File: src/hw/rtl/bsr_pkg.sv
// ----------------------------------------------------------------------------
// bsr_pkg
// Shared codes, widths and the command type of the bitstream reader.
// ----------------------------------------------------------------------------
package bsr_pkg;

    localparam int BUF_W  = 64;
    localparam int CNT_W  = 7;
    localparam int SVAL_W = 33;

    localparam logic [2:0] OP_PUSH  = 3'd0;
    localparam logic [2:0] OP_READ  = 3'd1;
    localparam logic [2:0] OP_PEEK  = 3'd2;
    localparam logic [2:0] OP_UEG   = 3'd3;
    localparam logic [2:0] OP_SEG   = 3'd4;
    localparam logic [2:0] OP_ALIGN = 3'd5;
    localparam logic [2:0] OP_FLUSH = 3'd6;

    localparam logic [1:0] ST_OK    = 2'd0;
    localparam logic [1:0] ST_SHORT = 2'd1;
    localparam logic [1:0] ST_FULL  = 2'd2;
    localparam logic [1:0] ST_LONG  = 2'd3;

    localparam logic [2:0] K_NOP    = 3'd0;
    localparam logic [2:0] K_PUSH   = 3'd1;
    localparam logic [2:0] K_TAKE   = 3'd2;
    localparam logic [2:0] K_GOLOMB = 3'd3;
    localparam logic [2:0] K_ALIGN  = 3'd4;
    localparam logic [2:0] K_FLUSH  = 3'd5;

    localparam logic [CNT_W-1:0] PUSH_LIMIT = 7'd56;

    typedef struct packed {
        logic [2:0]       kind;
        logic             consume;
        logic             sgn;
        logic [7:0]       data_byte;
        logic [CNT_W-1:0] bit_count;
    } t_cmd;

endpackage

File: src/hw/rtl/bitstream_reader_exp_golomb.sv
// ----------------------------------------------------------------------------
// bitstream_reader_exp_golomb
// MSB-first bit reader over a 64-bit buffer with Exp-Golomb decoding.
//
// Input channel: i_valid / o_stall carry opcode, data_byte and bit_count.
// A transfer happens on a rising edge with i_valid high and o_stall low.
// Output channel: o_valid / i_stall carry value, signed_value, status and
// bits_held; one result per input item, in order.
// An accepted item is written into the command queue, then loaded from it into
// the result register.
// Throughput is one item per cycle when not stalled: the execution stage
// applies each command to the buffer (barrel shift plus 32-bit leading-zero
// count), and a two-entry command queue sits between decode and execution.
// When the receiver stalls, the result register holds its contents, the
// queue fills, and o_stall rises once both entries are taken.
// Reset empties the queue, drops any pending result and clears the buffer
// and bit count to zero.
// ----------------------------------------------------------------------------
module bitstream_reader_exp_golomb (
    input  logic                i_clk,
    input  logic                i_rst_n,
    input  logic                i_valid,
    output logic                o_stall,
    input  logic [2:0]          i_opcode,
    input  logic [7:0]          i_data_byte,
    input  logic [6:0]          i_bit_count,
    output logic                o_valid,
    input  logic                i_stall,
    output logic [63:0]         o_value,
    output logic signed [32:0]  o_signed_value,
    output logic [1:0]          o_status,
    output logic [6:0]          o_bits_held
);

    bsr_pkg::t_cmd front_cmd;
    bsr_pkg::t_cmd q_cmd;
    logic          q_full;
    logic          q_valid;
    logic          q_pop;
    logic          in_xfer;

    assign o_stall = q_full;
    assign in_xfer = i_valid && !q_full;

    bsr_front u_front (
        .i_opcode    (i_opcode),
        .i_data_byte (i_data_byte),
        .i_bit_count (i_bit_count),
        .o_cmd       (front_cmd)
    );

    bsr_queue u_queue (
        .i_clk   (i_clk),
        .i_rst_n (i_rst_n),
        .i_push  (in_xfer),
        .i_cmd   (front_cmd),
        .o_full  (q_full),
        .o_valid (q_valid),
        .o_cmd   (q_cmd),
        .i_pop   (q_pop)
    );

    bsr_back u_back (
        .i_clk          (i_clk),
        .i_rst_n        (i_rst_n),
        .i_cmd_valid    (q_valid),
        .i_cmd          (q_cmd),
        .o_cmd_pop      (q_pop),
        .i_stall        (i_stall),
        .o_valid        (o_valid),
        .o_value        (o_value),
        .o_signed_value (o_signed_value),
        .o_status       (o_status),
        .o_bits_held    (o_bits_held)
    );

    a_held_range: assert property (@(posedge i_clk) disable iff (!i_rst_n)
        o_valid |-> (o_bits_held <= 7'd64))
        else $error("bits_held above buffer size");

    a_fail_zero: assert property (@(posedge i_clk) disable iff (!i_rst_n)
        (o_valid && (o_status != bsr_pkg::ST_OK)) |->
            ((o_value == 64'd0) && (o_signed_value == 33'sd0)))
        else $error("failed item with non-zero result");

    a_full_held: assert property (@(posedge i_clk) disable iff (!i_rst_n)
        (o_valid && (o_status == bsr_pkg::ST_FULL)) |->
            (o_bits_held > bsr_pkg::PUSH_LIMIT))
        else $error("push refused with room in buffer");

endmodule

File: src/hw/rtl/bsr_front.sv
// ----------------------------------------------------------------------------
// bsr_front
// Classifies an incoming opcode into a command for the execution stage.
// ----------------------------------------------------------------------------
module bsr_front (
    input  logic [2:0]          i_opcode,
    input  logic [7:0]          i_data_byte,
    input  logic [6:0]          i_bit_count,
    output bsr_pkg::t_cmd       o_cmd
);

    always_comb begin
        o_cmd.kind      = bsr_pkg::K_NOP;
        o_cmd.consume   = 1'b0;
        o_cmd.sgn       = 1'b0;
        o_cmd.data_byte = i_data_byte;
        o_cmd.bit_count = i_bit_count;
        case (i_opcode)
            bsr_pkg::OP_PUSH: begin
                o_cmd.kind = bsr_pkg::K_PUSH;
            end
            bsr_pkg::OP_READ: begin
                o_cmd.kind    = bsr_pkg::K_TAKE;
                o_cmd.consume = 1'b1;
            end
            bsr_pkg::OP_PEEK: begin
                o_cmd.kind = bsr_pkg::K_TAKE;
            end
            bsr_pkg::OP_UEG: begin
                o_cmd.kind    = bsr_pkg::K_GOLOMB;
                o_cmd.consume = 1'b1;
            end
            bsr_pkg::OP_SEG: begin
                o_cmd.kind    = bsr_pkg::K_GOLOMB;
                o_cmd.consume = 1'b1;
                o_cmd.sgn     = 1'b1;
            end
            bsr_pkg::OP_ALIGN: begin
                o_cmd.kind = bsr_pkg::K_ALIGN;
            end
            bsr_pkg::OP_FLUSH: begin
                o_cmd.kind = bsr_pkg::K_FLUSH;
            end
            default: begin
                o_cmd.kind = bsr_pkg::K_NOP;
            end
        endcase
    end

endmodule

File: src/hw/rtl/bsr_queue.sv
// ----------------------------------------------------------------------------
// bsr_queue
// Two-entry command queue between the front end and the execution stage.
// ----------------------------------------------------------------------------
module bsr_queue (
    input  logic                i_clk,
    input  logic                i_rst_n,
    input  logic                i_push,
    input  bsr_pkg::t_cmd       i_cmd,
    output logic                o_full,
    output logic                o_valid,
    output bsr_pkg::t_cmd       o_cmd,
    input  logic                i_pop
);

    bsr_pkg::t_cmd r_mem [2];
    logic          r_wr_ptr;
    logic          r_rd_ptr;
    logic [1:0]    r_count;

    assign o_full  = (r_count == 2'd2);
    assign o_valid = (r_count != 2'd0);
    assign o_cmd   = r_mem[r_rd_ptr];

    always_ff @(posedge i_clk) begin
        if (i_push) begin
            r_mem[r_wr_ptr] <= i_cmd;
        end
    end

    always_ff @(posedge i_clk) begin
        if (!i_rst_n) begin
            r_wr_ptr <= 1'b0;
            r_rd_ptr <= 1'b0;
            r_count  <= 2'd0;
        end else begin
            if (i_push) begin
                r_wr_ptr <= ~r_wr_ptr;
            end
            if (i_pop) begin
                r_rd_ptr <= ~r_rd_ptr;
            end
            case ({i_push, i_pop})
                2'b10:   r_count <= r_count + 2'd1;
                2'b01:   r_count <= r_count - 2'd1;
                default: r_count <= r_count;
            endcase
        end
    end

endmodule

File: src/hw/rtl/bsr_back.sv
// ----------------------------------------------------------------------------
// bsr_back
// Holds the bit buffer, executes one command per cycle unless stalled, registers the result.
// ----------------------------------------------------------------------------
module bsr_back (
    input  logic                i_clk,
    input  logic                i_rst_n,
    input  logic                i_cmd_valid,
    input  bsr_pkg::t_cmd       i_cmd,
    output logic                o_cmd_pop,
    input  logic                i_stall,
    output logic                o_valid,
    output logic [63:0]         o_value,
    output logic signed [32:0]  o_signed_value,
    output logic [1:0]          o_status,
    output logic [6:0]          o_bits_held
);

    function automatic logic [5:0] lzc32(input logic [31:0] x);
        logic [31:0] v;
        logic [5:0]  n;
        v = x;
        n = 6'd0;
        if (x == 32'd0) begin
            n = 6'd32;
        end else begin
            if (v[31:16] == 16'd0) begin
                n = n + 6'd16;
                v = v << 16;
            end
            if (v[31:24] == 8'd0) begin
                n = n + 6'd8;
                v = v << 8;
            end
            if (v[31:28] == 4'd0) begin
                n = n + 6'd4;
                v = v << 4;
            end
            if (v[31:30] == 2'd0) begin
                n = n + 6'd2;
                v = v << 2;
            end
            if (v[31] == 1'b0) begin
                n = n + 6'd1;
            end
        end
        return n;
    endfunction

    logic [bsr_pkg::BUF_W-1:0]  r_buf;
    logic [bsr_pkg::CNT_W-1:0]  r_held;
    logic [bsr_pkg::BUF_W-1:0]  n_buf;
    logic [bsr_pkg::CNT_W-1:0]  n_held;
    logic [63:0]                n_value;
    logic signed [32:0]         n_sval;
    logic [1:0]                 n_status;

    logic [63:0]                aligned;
    logic [5:0]                 lz;
    logic [6:0]                 g_len;
    logic                       g_long;
    logic                       g_short;
    logic [6:0]                 take_n;
    logic [6:0]                 rest;
    logic [63:0]                take_v;
    logic [63:0]                rest_mask;
    logic [6:0]                 align_held;
    logic [32:0]                mag;

    assign o_cmd_pop = i_cmd_valid && (!o_valid || !i_stall);

    always_comb begin
        aligned    = r_buf << (7'd64 - r_held);
        lz         = lzc32(aligned[63:32]);
        g_len      = {lz, 1'b1};
        g_long     = (lz == 6'd32) && (r_held >= 7'd32);
        g_short    = (g_len > r_held);
        take_n     = (i_cmd.kind == bsr_pkg::K_GOLOMB) ? g_len : i_cmd.bit_count;
        rest       = r_held - take_n;
        take_v     = (r_buf >> rest) & ((64'd1 << take_n) - 64'd1);
        rest_mask  = (64'd1 << rest) - 64'd1;
        align_held = {r_held[6:3], 3'b000};
        mag        = take_v[33:1];

        n_buf    = r_buf;
        n_held   = r_held;
        n_value  = 64'd0;
        n_sval   = 33'sd0;
        n_status = bsr_pkg::ST_OK;

        case (i_cmd.kind)
            bsr_pkg::K_PUSH: begin
                if (r_held > bsr_pkg::PUSH_LIMIT) begin
                    n_status = bsr_pkg::ST_FULL;
                end else begin
                    n_buf  = {r_buf[55:0], i_cmd.data_byte};
                    n_held = r_held + 7'd8;
                end
            end
            bsr_pkg::K_TAKE: begin
                if (i_cmd.bit_count > r_held) begin
                    n_status = bsr_pkg::ST_SHORT;
                end else begin
                    n_value = take_v;
                    if (i_cmd.consume) begin
                        n_buf  = r_buf & rest_mask;
                        n_held = rest;
                    end
                end
            end
            bsr_pkg::K_GOLOMB: begin
                if (g_long) begin
                    n_status = bsr_pkg::ST_LONG;
                end else if (g_short) begin
                    n_status = bsr_pkg::ST_SHORT;
                end else begin
                    n_buf  = r_buf & rest_mask;
                    n_held = rest;
                    if (i_cmd.sgn) begin
                        n_sval = take_v[0] ? -$signed(mag) : $signed(mag);
                    end else begin
                        n_value = take_v - 64'd1;
                    end
                end
            end
            bsr_pkg::K_ALIGN: begin
                n_held = align_held;
                n_buf  = r_buf & ((64'd1 << align_held) - 64'd1);
            end
            bsr_pkg::K_FLUSH: begin
                n_held = 7'd0;
                n_buf  = 64'd0;
            end
            default: begin
                n_held = r_held;
            end
        endcase
    end

    always_ff @(posedge i_clk) begin
        if (!i_rst_n) begin
            r_buf   <= 64'd0;
            r_held  <= 7'd0;
            o_valid <= 1'b0;
        end else begin
            if (o_cmd_pop) begin
                r_buf   <= n_buf;
                r_held  <= n_held;
                o_valid <= 1'b1;
            end else if (!i_stall) begin
                o_valid <= 1'b0;
            end
        end
    end

    always_ff @(posedge i_clk) begin
        if (o_cmd_pop) begin
            o_value        <= n_value;
            o_signed_value <= n_sval;
            o_status       <= n_status;
            o_bits_held    <= n_held;
        end
    end

endmodule
File: config.mk
export PLATFORM = sky130hd
export DESIGN_NAME = bitstream_reader_exp_golomb
export DESIGN_NICKNAME = d
export VERILOG_FILES = /design/src/hw/rtl/bsr_pkg.sv /design/src/hw/rtl/bitstream_reader_exp_golomb.sv /design/src/hw/rtl/bsr_front.sv /design/src/hw/rtl/bsr_queue.sv /design/src/hw/rtl/bsr_back.sv
export SDC_FILE = /design/constraint.sdc
export NUM_CORES = 1
export LEC_CHECK = 0
export CORE_MARGIN = 1
export CORE_UTILIZATION = 61
export DETAILED_ROUTE_END_ITERATION = 10
export DONT_BUFFER_PORTS = 1
export HOLD_SLACK_MARGIN = 0.02
export PLACE_DENSITY = 0.78
export SLEW_MARGIN = 15
export SYNTH_ARGS = -nofsm -noshare
export SYNTH_HDL_FRONTEND = slang
export SYNTH_SLANG_ARGS = --single-unit
File: constraint.sdc
create_clock -name i_clk -period 21.8 [get_ports i_clk]
set_input_delay 3.27 -clock i_clk [delete_from_list [all_inputs] [get_ports i_clk]]
set_output_delay 3.27 -clock i_clk [all_outputs]
set_load 0.1 [all_outputs]
-- Word level (Yosys, flattened, before mapping)
Memories as Yosys holds them, arrays and structs flattened. A register that Yosys moved wholly into a read port is not among the register bits.
Index checks and enable logic that the tools add are counted.
W data, S select, Z words.
- memories kept: 1
- register bits: 182
- word-level logic and storage cells: 135
- bits in writable memories: 40
- equality and inequality tests: 21
- reduce and logical (&&, ||, !) cells: 21
- shifts and indexed selects: 5
- order comparisons: 4
- bitwise logic cells: 7
- mux-type cells: 52
- add/subtract/negate cells: 14
- memories (memory ; words ; width ; rd ports ; clocked after Yosys merged registers in ; write ports ; line ; source):
    u_queue.r_mem ; 2 ; 20 ; 1 ; 1 ; 1 ; bsr_queue.sv:16 ; bsr_pkg::t_cmd r_mem [2];
- operators with widths (cell ; count):
    $mux W64 ; 9
    $pmux W64 S5 ; 1
    $mux W32 ; 8
    $sub A64 B1 Y64 const B ; 4
    $and A64 B64 Y64 ; 3
    $shl A1 B7 Y64 const A ; 3
    $pmux W64 S2 ; 1
    $shl A64 B7 Y64 ; 1
    $shr A64 B7 Y64 ; 1
    $mux W6 ; 9
    $mux W7 ; 6
    $pmux W7 S5 ; 1
    $mux W33 ; 1
    $neg A33 Y33 ; 1
    $logic_not A32 Y1 ; 1
    $logic_not A16 Y1 ; 1
    $eq A3 B3 Y1 const B ; 5
    $pmux W3 S5 ; 1
    $gt A7 B7 Y1 ; 2
    $eq A3 B2 Y1 const B ; 4
    $mux W1 ; 10
    $ne A2 B2 Y1 const B ; 5
    $logic_not A8 Y1 ; 1
    $add A7 B4 Y7 const B ; 1
    32 further kinds ; 44

-- Depth between registers and ports, before layout
Gate-level depths: netlist of run 1.
- depth in word-level cells: 26
- mapped depth: 53
- mapped depth without buffers: 37

-- Cells and area by module
Synthesis of run 1 repeated with hierarchy kept, for this count alone.
- cell total of the unflattened synthesis: 3052
- area total of the unflattened synthesis: 24846.3 um^2
- modules (own cells, without submodules) (module ; instances ; area an instance (um^2) ; cells each):
    bsr_back ; 1 ; 22997.1 ; 2944
    bsr_queue ; 1 ; 1655.3 ; 84
    bsr_front ; 1 ; 180.2 ; 23
    bitstream_reader_exp_golomb ; 1 ; 13.8 ; 1

-- Least setup slack after synthesis of run 1
No wires, ideal clock.
- kind: flip-flop to flip-flop
- start: register u_back.r_held[0] (netlist bit)
- end: register u_back.o_value[40], data pin
- period minus slack after synthesis: 10.925 ns
- path buffers: 16
- slack: 10.875 ns
- stages on the path, launching flop included: 49
- data arrival time: 10.669 ns
- cells stage by stage: dfxtp_1 -> buf_4 -> inv_2 -> buf_4 -> clkbuf_1 -> ha_1 -> buf_4 -> xor2_4 -> buf_6 -> mux4_2 -> mux2_2 -> nor2_1 -> o31ai_1 -> nor3_1 -> a41oi_4 -> or3_1 -> a31oi_1 -> o41ai_4 -> [... 13 more ...] -> clkbuf_1 -> clkbuf_1 -> and3_1 -> a211oi_1 -> a211oi_1 -> a211oi_1 -> and2_1 -> clkbuf_1 -> inv_1 -> clkbuf_1 -> ha_1 -> and3_1 -> nand3_2 -> or4b_1 -> nor2_1 -> a21o_1 -> a21oi_1 -> a41o_1
- cells in the longest elaborated chain, start to end: 26
- elaborated cells on any way between the ends: 46
- classes of those cells: add/sub: 8; order compare: 3; eq/ne: 1; shift: 3; mux: 24; bitwise: 1; reduce/logical: 6
- RTL lines (what ; line ; source):
    start: declaration ; bsr_back.sv:51 ; logic [bsr_pkg::CNT_W-1:0] r_held;
    start signal: assignment ; bsr_back.sv:148 ; r_held <= n_held;
    $sub A7 B7 Y7 ; bsr_back.sv:73 ; aligned = r_buf << (7'd64 - r_held);
    $shl A64 B7 Y64 ; bsr_back.sv:73 ;
    $logic_not A16 Y1 ; bsr_back.sv:27 ; if (v[31:16] == 16'd0) begin
    $mux W5 / $mux W32 (equally long branches) ; bsr_back.sv:27 ;
    $mux W6 / $mux W32 (equally long branches) ; bsr_back.sv:24 ; if (x == 32'd0) begin
    $add A6 B4 Y6 / $logic_not A8 Y1 (equally long branches) ; bsr_back.sv:32, bsr_back.sv:31 ;
    $mux W6 / $mux W32 (equally long branches) ; bsr_back.sv:31 ; if (v[31:24] == 8'd0) begin
    $mux W6 / $mux W32 (equally long branches) ; bsr_back.sv:24 ;
    [... 11 more ...] ; -- ;
    $shr A64 B7 Y64 / $sub A64 B1 Y64 (equally long branches) ; bsr_back.sv:80 ; take_v = (r_buf >> rest) & ((64'd1 << take_n) - 64'd1);
    $and A64 B64 Y64 ; bsr_back.sv:80 ;
    $sub A64 B1 Y64 ; bsr_back.sv:122 ; n_value = take_v - 64'd1;
    $mux W64 ; bsr_back.sv:119 ; if (i_cmd.sgn) begin
    $mux W64 ; bsr_back.sv:114 ; end else if (g_short) begin
    $mux W64 ; bsr_back.sv:112 ; if (g_long) begin
    $pmux W64 S2 (*) ; bsr_back.sv:91 ; case (i_cmd.kind)
    via u_back.n_value[40] ; bsr_back.sv:54 ; logic [63:0] n_value;
    end signal: assignment ; bsr_back.sv:158 ; o_value <= n_value;
    end: declaration ; bsr_back.sv:13 ; output logic [63:0] o_value,
The timed path passes the listed nets; every way through them passes the cells marked *. The select of a mux whose other input is x is not followed.
A chain may end at the register's enable or synchronous reset.

-- Worst setup path after layout of run 1
- start: register u_back.r_held[1] (netlist bit)
- end: register u_back.r_buf[60] (netlist bit)
- cells in the longest elaborated chain, start to end: 25
- elaborated cells on any way between the ends: 50
- classes of those cells: add/sub: 7; order compare: 4; eq/ne: 5; shift: 2; mux: 24; bitwise: 1; reduce/logical: 7
- RTL lines (what ; line ; source):
    $sub A7 B7 Y7 ; bsr_back.sv:73 ;
    $shl A64 B7 Y64 ; bsr_back.sv:73 ;
    $logic_not A16 Y1 ; bsr_back.sv:27 ;
    $mux W5 / $mux W32 (equally long branches) ; bsr_back.sv:27 ;
    $mux W6 / $mux W32 (equally long branches) ; bsr_back.sv:24 ;
    $add A6 B4 Y6 / $logic_not A8 Y1 (equally long branches) ; bsr_back.sv:32, bsr_back.sv:31 ;
    $mux W6 / $mux W32 (equally long branches) ; bsr_back.sv:31 ;
    $mux W6 / $mux W32 (equally long branches) ; bsr_back.sv:24 ;
    [... 9 more ...] ; -- ;
    $mux W7 ; bsr_back.sv:78 ; take_n = (i_cmd.kind == bsr_pkg::K_GOLOMB) ? g_len : i_cmd.bit_count;
    $sub A7 B7 Y7 ; bsr_back.sv:79 ; rest = r_held - take_n;
    $shl A1 B7 Y64 ; bsr_back.sv:81 ; rest_mask = (64'd1 << rest) - 64'd1;
    $sub A64 B1 Y64 ; bsr_back.sv:81 ;
    $and A64 B64 Y64 ; bsr_back.sv:106, bsr_back.sv:117 ;
    $mux W64, on equally long branches ; bsr_back.sv:114, bsr_back.sv:105 ;
    $mux W64, on equally long branches ; bsr_back.sv:112, bsr_back.sv:101 ;
    $pmux W64 S5 ; bsr_back.sv:91 ;
    end signal: assignment ; bsr_back.sv:147 ; r_buf <= n_buf;
    end: declaration ; bsr_back.sv:50 ; logic [bsr_pkg::BUF_W-1:0] r_buf;
Parallel ways exist; a longest one is shown, timed or not. The select of a mux whose other input is x is not followed.

==> qor.csv, run 1 <==
stage,metric,value,unit
outcome,status,finished clean,
floorplanning,die_w,202.8,um
clock_tree,tritoncts_clock_tree,done,
logic_synthesis,ys_ff_latch,223,
timing,holdWs,0.5637,ns
flow_run,drv.max_cap_violation_count,0,
logic_synthesis,mappedNetlistArea,24600,um2
timing,setup_slack,8.228,ns
layout,final_layout_size_suffix_gt1_share,13.51,%
grt,vias_in_the_first_global_route,23860,
drt,average_detailed_routed_wire_length_per_instance,30.07,um
clock_tree,cts_num_sinks,223,
floorplanning,fp.dieH,202.8,um
grt,grt_max_degree,86,
drt,detailed_router_iteration_count_before_antenna_repair,10,
timing,timing.clock.skew,0.02227,ns
placement,place_worst_setup_slack,8.743,ns
clock_tree,clock_tree.htree_level_count,1,
layout,layout.cells.non_filler,3301,
logic_synthesis,synth-edff-count,146,
logic_synthesis,synth_adder_area_share,1.455,%
logic_synthesis,mean_instance_size_in_the_synthesized_netlist,8.367,um2
clock_tree,cts.clk_slew.worst_paths,0.07,ns
worst_setup_path,timing.critical_path.to_type,register,
floorplanning,initial_core_util,61.91,%
drt,viasPerCell,7.708,
timing,final.period_utilization,62.26,%
timing,tightestPinTransition,1.255,ns
worst_setup_path,arrival,14.05,ns
worst_setup_path,critPathLaunchType,register,
drt,drt-initial-drc-count,4276,
logic_synthesis,netlist_top_cells_area,"sky130_fd_sc_hd__edfxtp_1 18%, sky130_fd_sc_hd__mux4_2 10%, sky130_fd_sc_hd__dfxtp_1 6.3%",
timing,maximum_operating_frequency,73.68,MHz
clock_tree,count_of_instances_resized_after_the_clock_tree_is_built,0,
timing,layout_min_cycle_time,13.57,ns
timing,report.final.hold_viol_count,0,
logic_synthesis,synth-async-reset-ratio,0,%
placement,io_buffers,0,
worst_setup_path,worst-endpoint-required,22.28,ns
placement,place.detailed.hpwl,72570,um
logic_synthesis,ys_dominant_reg_cell,sky130_fd_sc_hd__edfxtp_1,
worst_setup_path,worstSetupPathType,register to register,
clock_tree,num_cts_buffers,25,
grt,grt_util_all_layers,47.27,%
logic_synthesis,netlist.area_leader.share,17.82,%
drt,routed-via-count,25450,
layout,n_antenna_cell,0,
timing,unrepaired_setup_endpoints_after_global_routing,no,
layout,areaGrowthSynthToFinish,3.540,%
grt,globalRoute.totalOverflow,0,
timing,setup_viol_count_final,0,
timing,timing.slew.headroom,16.00,%
clock_tree,cts_setup_buffers,0,
worst_setup_path,critical-path-max-stage-delay,0.93,ns
placement,dp_cells,3255,
layout,commonest_non_fill_non_tap_cell_in_the_layout,sky130_fd_sc_hd__nand2_1,
clock_tree,holdBufCountCts,0,
floorplanning,die-area,41130,um2
logic_synthesis,syn-instance-count,2940,
layout,mostFrequentLayoutCells,"370 x sky130_fd_sc_hd__nand2_1, 271 x sky130_fd_sc_hd__nor2_1, 168 x sky130_fd_sc_hd__o21ai_0",
clock_tree,clockRootBuffer,sky130_fd_sc_hd__clkbuf_16,
clock_tree,clock_insertion_delay_worst_skew,0.57,ns
logic_synthesis,simple_gate_area_share_of_the_yosys_netlist,23.14,%
floorplanning,ios,130,
logic_synthesis,synth.net_count,2990,
timing,setup_tns,0,ns
logic_synthesis,synth_compound_gate_area_share,21.33,%
worst_setup_path,worstPathMaxFanout,85,
hold_path,min_delay_worst_type,register to register,
logic_synthesis,synth.yosys.seq_area_share,24.09,%
logic_synthesis,synthXorXnorAreaFrac,4.984,%
drt,route.detailed.drc,0,
layout,nets,2807,
logic_synthesis,synth_largest_area_cell,sky130_fd_sc_hd__edfxtp_1,
drt,ant_nets,0,
logic_synthesis,yosys-mux-area-fraction,19.46,%
clock_tree,max-clock-path-buffers,3,
logic_synthesis,synth.distinct_cells,125,
worst_setup_path,crit_slowest_cell,sky130_fd_sc_hd__buf_4,
drt,postRouteWirelength,99250,um
timing,final_max_slew_viol_count,0,
placement,routabilityCongestion,1.085,
grt,grt_first_pass_wirelength,148700,um
floorplanning,placementRows,73,
floorplanning,design.core.area,39730,um2
logic_synthesis,main_combinational_cell_family_by_area_after_synthesis,simple AND/OR/NAND/NOR gates,
logic_synthesis,synth.yosys.warnings,0,
grt,number_of_antenna_violations_at_the_first_check_in_global_routing,1,
## worst max-delay path: cells and delay by family (launching register included)
kind	cells	cell delay, ns
AO/OA/AOI/OAI	16	5.36
XOR/XNOR	2	0.48
adder cells (fa/ha/maj)	3	1.40
buffers and inverters	5	2.50
flip-flops	1	0.60
multiplexers	2	1.00
AND/OR/NAND/NOR	11	2.04
## sequential cells by signal, indices dropped and copies added, names as in the netlist, 2 cells and up, named ones only
signal / cells
u_back.o_value: 64
u_back.r_buf: 64
u_queue.r_mem: 40
u_back.o_signed_value: 33
u_back.o_bits_held: 7
u_back.r_held: 7
u_back.o_status: 2
u_queue.r_count: 2
## metal layers
metal	wire, um	vias up	GRT usage [%]
met5	18	-	0
met4	9650	2	36.52
met3	12430	589	10.71
met2	42630	2191	72.71
met1	34520	11870	57.57
li1	-	10790	-
## cell type report
| class | count | area (um2) |
|---|---|---|
| Fill cell | 3310 | 14260 |
| Timing Repair Buffer | 50 | 375.4 |
| Tap cell | 525 | 656.9 |
| Multi-Input combinational cell | 2427 | 17550 |
| Clock buffer | 28 | 636.9 |
| Sequential cell | 223 | 5927 |
| Inverter | 30 | 115.1 |
| Clock inverter | 18 | 210.2 |
## worst paths after layout
kind,start,endpoint,slack (ns),cells past startpoint
setup / recovery,u_back.r_held[1]$_SDFFE_PN0P_,u_back.r_buf[60]$_SDFFE_PN0P_,8.23,39
hold reg to reg,u_queue.r_count[1]$_SDFFE_PN0P_,u_queue.r_count[1]$_SDFFE_PN0P_,0.56,2
setup reg to reg,u_back.r_held[1]$_SDFFE_PN0P_,u_back.r_buf[60]$_SDFFE_PN0P_,8.23,39
hold / removal,u_queue.r_count[1]$_SDFFE_PN0P_,u_queue.r_count[1]$_SDFFE_PN0P_,0.56,2
## synth_stat cells, drive strengths merged, types with 9 or more instances
cell type,n
a311oi,11
buf,94
a21o,17
or3,34
ha,27
dfxtp,77
a211oi,37
mux2i,149
a22oi,29
o31a,13
o21a,11
o221ai,13
a21boi,31
edfxtp,146
o2111ai,10
o211ai,21
o211a,14
a221oi,12
mux4,113
xor2,44
o21ai,183
nand2b,22
nor4,25
nor2b,35
nand4,33
nor3,98
and2,37
clkbuf,166
o31ai,18
or2,9
inv,28
a31oi,47
nand3,135
mux2,65
and3,46
nand2,373
a2111oi,13
o22ai,68
a21oi,136
xnor2,93
nor3b,10
nor2,276
## logic make-up after synthesis
kind of cell / count (synthesis)
and+or+nand+nor: 1174
AOI/OAI and AO/OA: 761
muxes: 327
buffers and inverters: 290
DFF: 223
xor gates and xnor gates: 137
adders and majority gates: 28
## through the flow
step / util, % / instance area, um2
after floorplan: - / 24600
after global placement: 61.95 / 24610
after detailed placement: 61.95 / 24610
after CTS: 64.08 / 25460
after global routing: 64.11 / 25470
final: 64.11 / 25470
Power of run 1 is left out: the tool's default activity adds up to more than one toggle a clock period on the data nets, which glitch-free logic cannot reach.
==> run 2: changes to the inputs <==
- ABC_AREA: default -> 1
- CORE_UTILIZATION: 61 -> 60
- PLACE_DENSITY: 0.78 -> 0.8
- clock period: 21.8 -> 11.9 ns (I/O delays scaled with it)
==> run 2 against run 1 <==
Global-route usage down 1.7 points. Utilization is 1.3 points lower. Die area up 2.3%. Sequential share of layout area shrank 0.10 points. Hold slack got worse by 0.092 ns. First-iteration DRC count is 8.4% higher. Non-clock buffer count decreased by 6. Maximum frequency is 35% higher. Clock skew is 0.011 ns higher. Critical path type unchanged. Critical endpoint is now u_back.o_value[46]$_DFFE_PP_.
==> qor.csv, run 2 <==
stage,metric,value,unit
logic_synthesis,synth.yosys.seq_area_share,23.94,%
worst_setup_path,crit_slowest_cell,sky130_fd_sc_hd__nor2_2,
timing,tightestPinTransition,1.194,ns
worst_setup_path,reg_to_reg_critical_path_startpoint,u_back.r_held[1]$_SDFFE_PN0P_,
floorplanning,die_w,205.1,um
hold_path,hold_start,u_queue.r_rd_ptr$_SDFFE_PN0P_,
clock_tree,clock_tree.htree_level_count,1,
logic_synthesis,netlist_top_cells_count,"1,151 x sky130_fd_sc_hd__nand2_1, 653 x sky130_fd_sc_hd__nand3_1, 476 x sky130_fd_sc_hd__nor2_1",
floorplanning,design.core.area,40740,um2
clock_tree,cts.clk_slew.worst_paths,0.07,ns
drt,average_detailed_routed_wire_length_per_instance,21.58,um
grt,grt_max_degree,86,
layout,n_antenna_cell,0,
worst_setup_path,critPathLaunch,u_back.r_held[1]$_SDFFE_PN0P_,
floorplanning,ios,130,
timing,maximum_operating_frequency,99.50,MHz
placement,routabilityCongestion,1.087,
logic_synthesis,netlist_top_cells_area,"sky130_fd_sc_hd__edfxtp_1 18%, sky130_fd_sc_hd__nand2_1 17%, sky130_fd_sc_hd__nand3_1 13%",
grt,grt_first_pass_wirelength,149500,um
timing,setup_viol_count_final,0,
floorplanning,fp.dieH,205.1,um
grt,vias_in_the_first_global_route,26480,
timing,timing.slew.headroom,20.31,%
logic_synthesis,netlist.area_leader.share,17.71,%
logic_synthesis,mean_instance_size_in_the_synthesized_netlist,5.954,um2
placement,place.detailed.hpwl,74110,um
layout,commonest_non_fill_non_tap_cell_in_the_layout,sky130_fd_sc_hd__nand2_1,
worst_setup_path,worstPathMaxFanout,38,
grt,grt_util_all_layers,45.60,%
clock_tree,cts_setup_buffers,0,
logic_synthesis,synth.distinct_cells,71,
grt,number_of_antenna_violations_at_the_first_check_in_global_routing,0,
clock_tree,cts_num_sinks,223,
drt,viasPerCell,6.482,
worst_setup_path,worst-endpoint-required,12.18,ns
timing,layout_min_cycle_time,10.05,ns
drt,drt-initial-drc-count,4634,
layout,areaGrowthSynthToFinish,3.356,%
timing,report.final.hold_viol_count,0,
worst_setup_path,cp_common_cell,sky130_fd_sc_hd__nand2_1,
logic_synthesis,synth.most_common_cell,sky130_fd_sc_hd__nand2_1,
logic_synthesis,syn-instance-count,4157,
drt,detailed_router_iteration_count_before_antenna_repair,7,
worst_setup_path,register_to_register_setup_slack,1.85,ns
worst_setup_path,worstSetupPathType,register to register,
logic_synthesis,synth-edff-count,146,
logic_synthesis,synth.net_count,4207,
drt,route.detailed.drc,0,
logic_synthesis,ys_ff_latch,223,
hold_path,min_delay_worst_type,register to register,
timing,final_max_slew_viol_count,0,
timing,unrepaired_setup_endpoints_after_global_routing,no,
clock_tree,clock_insertion_delay_worst_skew,0.58,ns
worst_setup_path,worstReg2RegEnd,u_back.o_value[46]$_DFFE_PP_,
clock_tree,count_of_instances_resized_after_the_clock_tree_is_built,0,
logic_synthesis,ys_dominant_reg_cell,sky130_fd_sc_hd__edfxtp_1,
floorplanning,die-area,42070,um2
clock_tree,clockRootBuffer,sky130_fd_sc_hd__clkbuf_16,
floorplanning,initial_core_util,60.76,%
clock_tree,max-clock-path-buffers,3,
worst_setup_path,timing.critical_path.to,u_back.o_value[46]$_DFFE_PP_,
logic_synthesis,synth-async-reset-ratio,0,%
flow_run,drv.max_cap_violation_count,0,
layout,mostFrequentLayoutCells,"1,147 x sky130_fd_sc_hd__nand2_1, 652 x sky130_fd_sc_hd__nand3_1, 471 x sky130_fd_sc_hd__nor2_1",
floorplanning,placementRows,74,
drt,ant_nets,0,
worst_setup_path,critical-path-max-stage-delay,0.96,ns
drt,routed-via-count,29560,
placement,io_buffers,0,
timing,setup_tns,0,ns
worst_setup_path,critPathLaunchType,register,
clock_tree,num_cts_buffers,24,
clock_tree,tritoncts_clock_tree,done,
logic_synthesis,synth_largest_area_cell,sky130_fd_sc_hd__edfxtp_1,
logic_synthesis,mappedNetlistArea,24750,um2
worst_setup_path,arrival,10.33,ns
worst_setup_path,timing.critical_path.to_type,register,
outcome,status,finished clean,
worst_setup_path,ff2ff_path_depth,50,
layout,nets,4061,
clock_tree,holdBufCountCts,0,
drt,postRouteWirelength,98420,um
timing,timing.clock.skew,0.03312,ns
logic_synthesis,synth.yosys.warnings,0,
grt,globalRoute.totalOverflow,0,
layout,final_layout_size_suffix_gt1_share,6.405,%
timing,final.period_utilization,84.46,%
layout,top_regs,"u_back.o_value x64, u_back.r_buf x64, u_queue.r_mem x40",
[run 2: cell types whose count changed after synthesis, moves of 92 or more]
cell | previous run | this run
sky130_fd_sc_hd__mux4_2 | 111 | 0
sky130_fd_sc_hd__mux2i_1 | 148 | 56
sky130_fd_sc_hd__nand2_1 | 370 | 1151
sky130_fd_sc_hd__nor2_1 | 274 | 476
sky130_fd_sc_hd__o21ai_0 | 169 | 316
sky130_fd_sc_hd__nand3_1 | 133 | 653
sky130_fd_sc_hd__inv_1 | 22 | 290
[run 2: area by class of cell]
class	instances	area, um2
flip-flops and latches	223	5927
inverters	326	1231
repair buffers	44	330.3
multi-input cells	3392	16650
well taps	532	665.6
fillers	4101	15160
clock buffers	24	600.6
clock inverters	19	173.9
[run 2: kinds of logic after synthesis]
family	count (synthesis)	share of synthesized area, %
adder cells (fa/ha/maj)	28	1.446
AO/OA/AOI/OAI	718	16.34
XOR/XNOR	39	1.486
multiplexers	56	2.265
flip-flops	223	23.94
buffers and inverters	542	9.154
AND/OR/NAND/NOR	2551	45.37
[run 2: how the worst min path moves through the flow]
| stage | end | slack [ns] | cells past startpoint |
|---|---|---|---|
| final | register | 0.47 | 1 |
| after global routing | register | 0.48 | 1 |
| after CTS | register | 0.47 | 1 |
| after detailed placement | register | 0.46 | 1 |
| after global placement | register | 0.43 | 1 |
| after floorplan | register | 0.43 | 1 |
[run 2: through the flow]
step	hold slack, ns	std cells	area (um2)	setup slack, ns	utilization (%)
final	0.4719	4560	25580	1.849	62.80
after CTS	0.4683	4560	25580	2.287	62.79
after global placement	0.4329	4517	24800	2.495	60.88
after detailed placement	0.4620	4517	24800	2.348	60.88
after global routing	0.4795	4560	25580	1.241	62.80
after floorplan	0.4255	4157	24750	3.992	-
[run 2: layer usage]
| metal | wire length, um | vias up | GRT usage [%] |
|---|---|---|---|
| li1 | - | 13830 | - |
| met2 | 42890 | 2074 | 73.08 |
| met3 | 10100 | 545 | 7.047 |
| met5 | 0 | - | 0 |
| met4 | 9163 | 0 | 35.48 |
| met1 | 36260 | 13110 | 54.61 |
[run 2: worst max-delay path, delay by kind of cell, from the launching register on]
| kind | cells | cell delay, ns |
|---|---|---|
| simple gates | 31 | 5.44 |
| fa+ha+maj | 3 | 1.11 |
| mux | 1 | 0.28 |
| compound gates | 5 | 0.65 |
| flops | 1 | 0.38 |
| buf+inv | 9 | 1.69 |
| xor+xnor | 1 | 0.17 |
Power of run 2 is left out for the same reason.
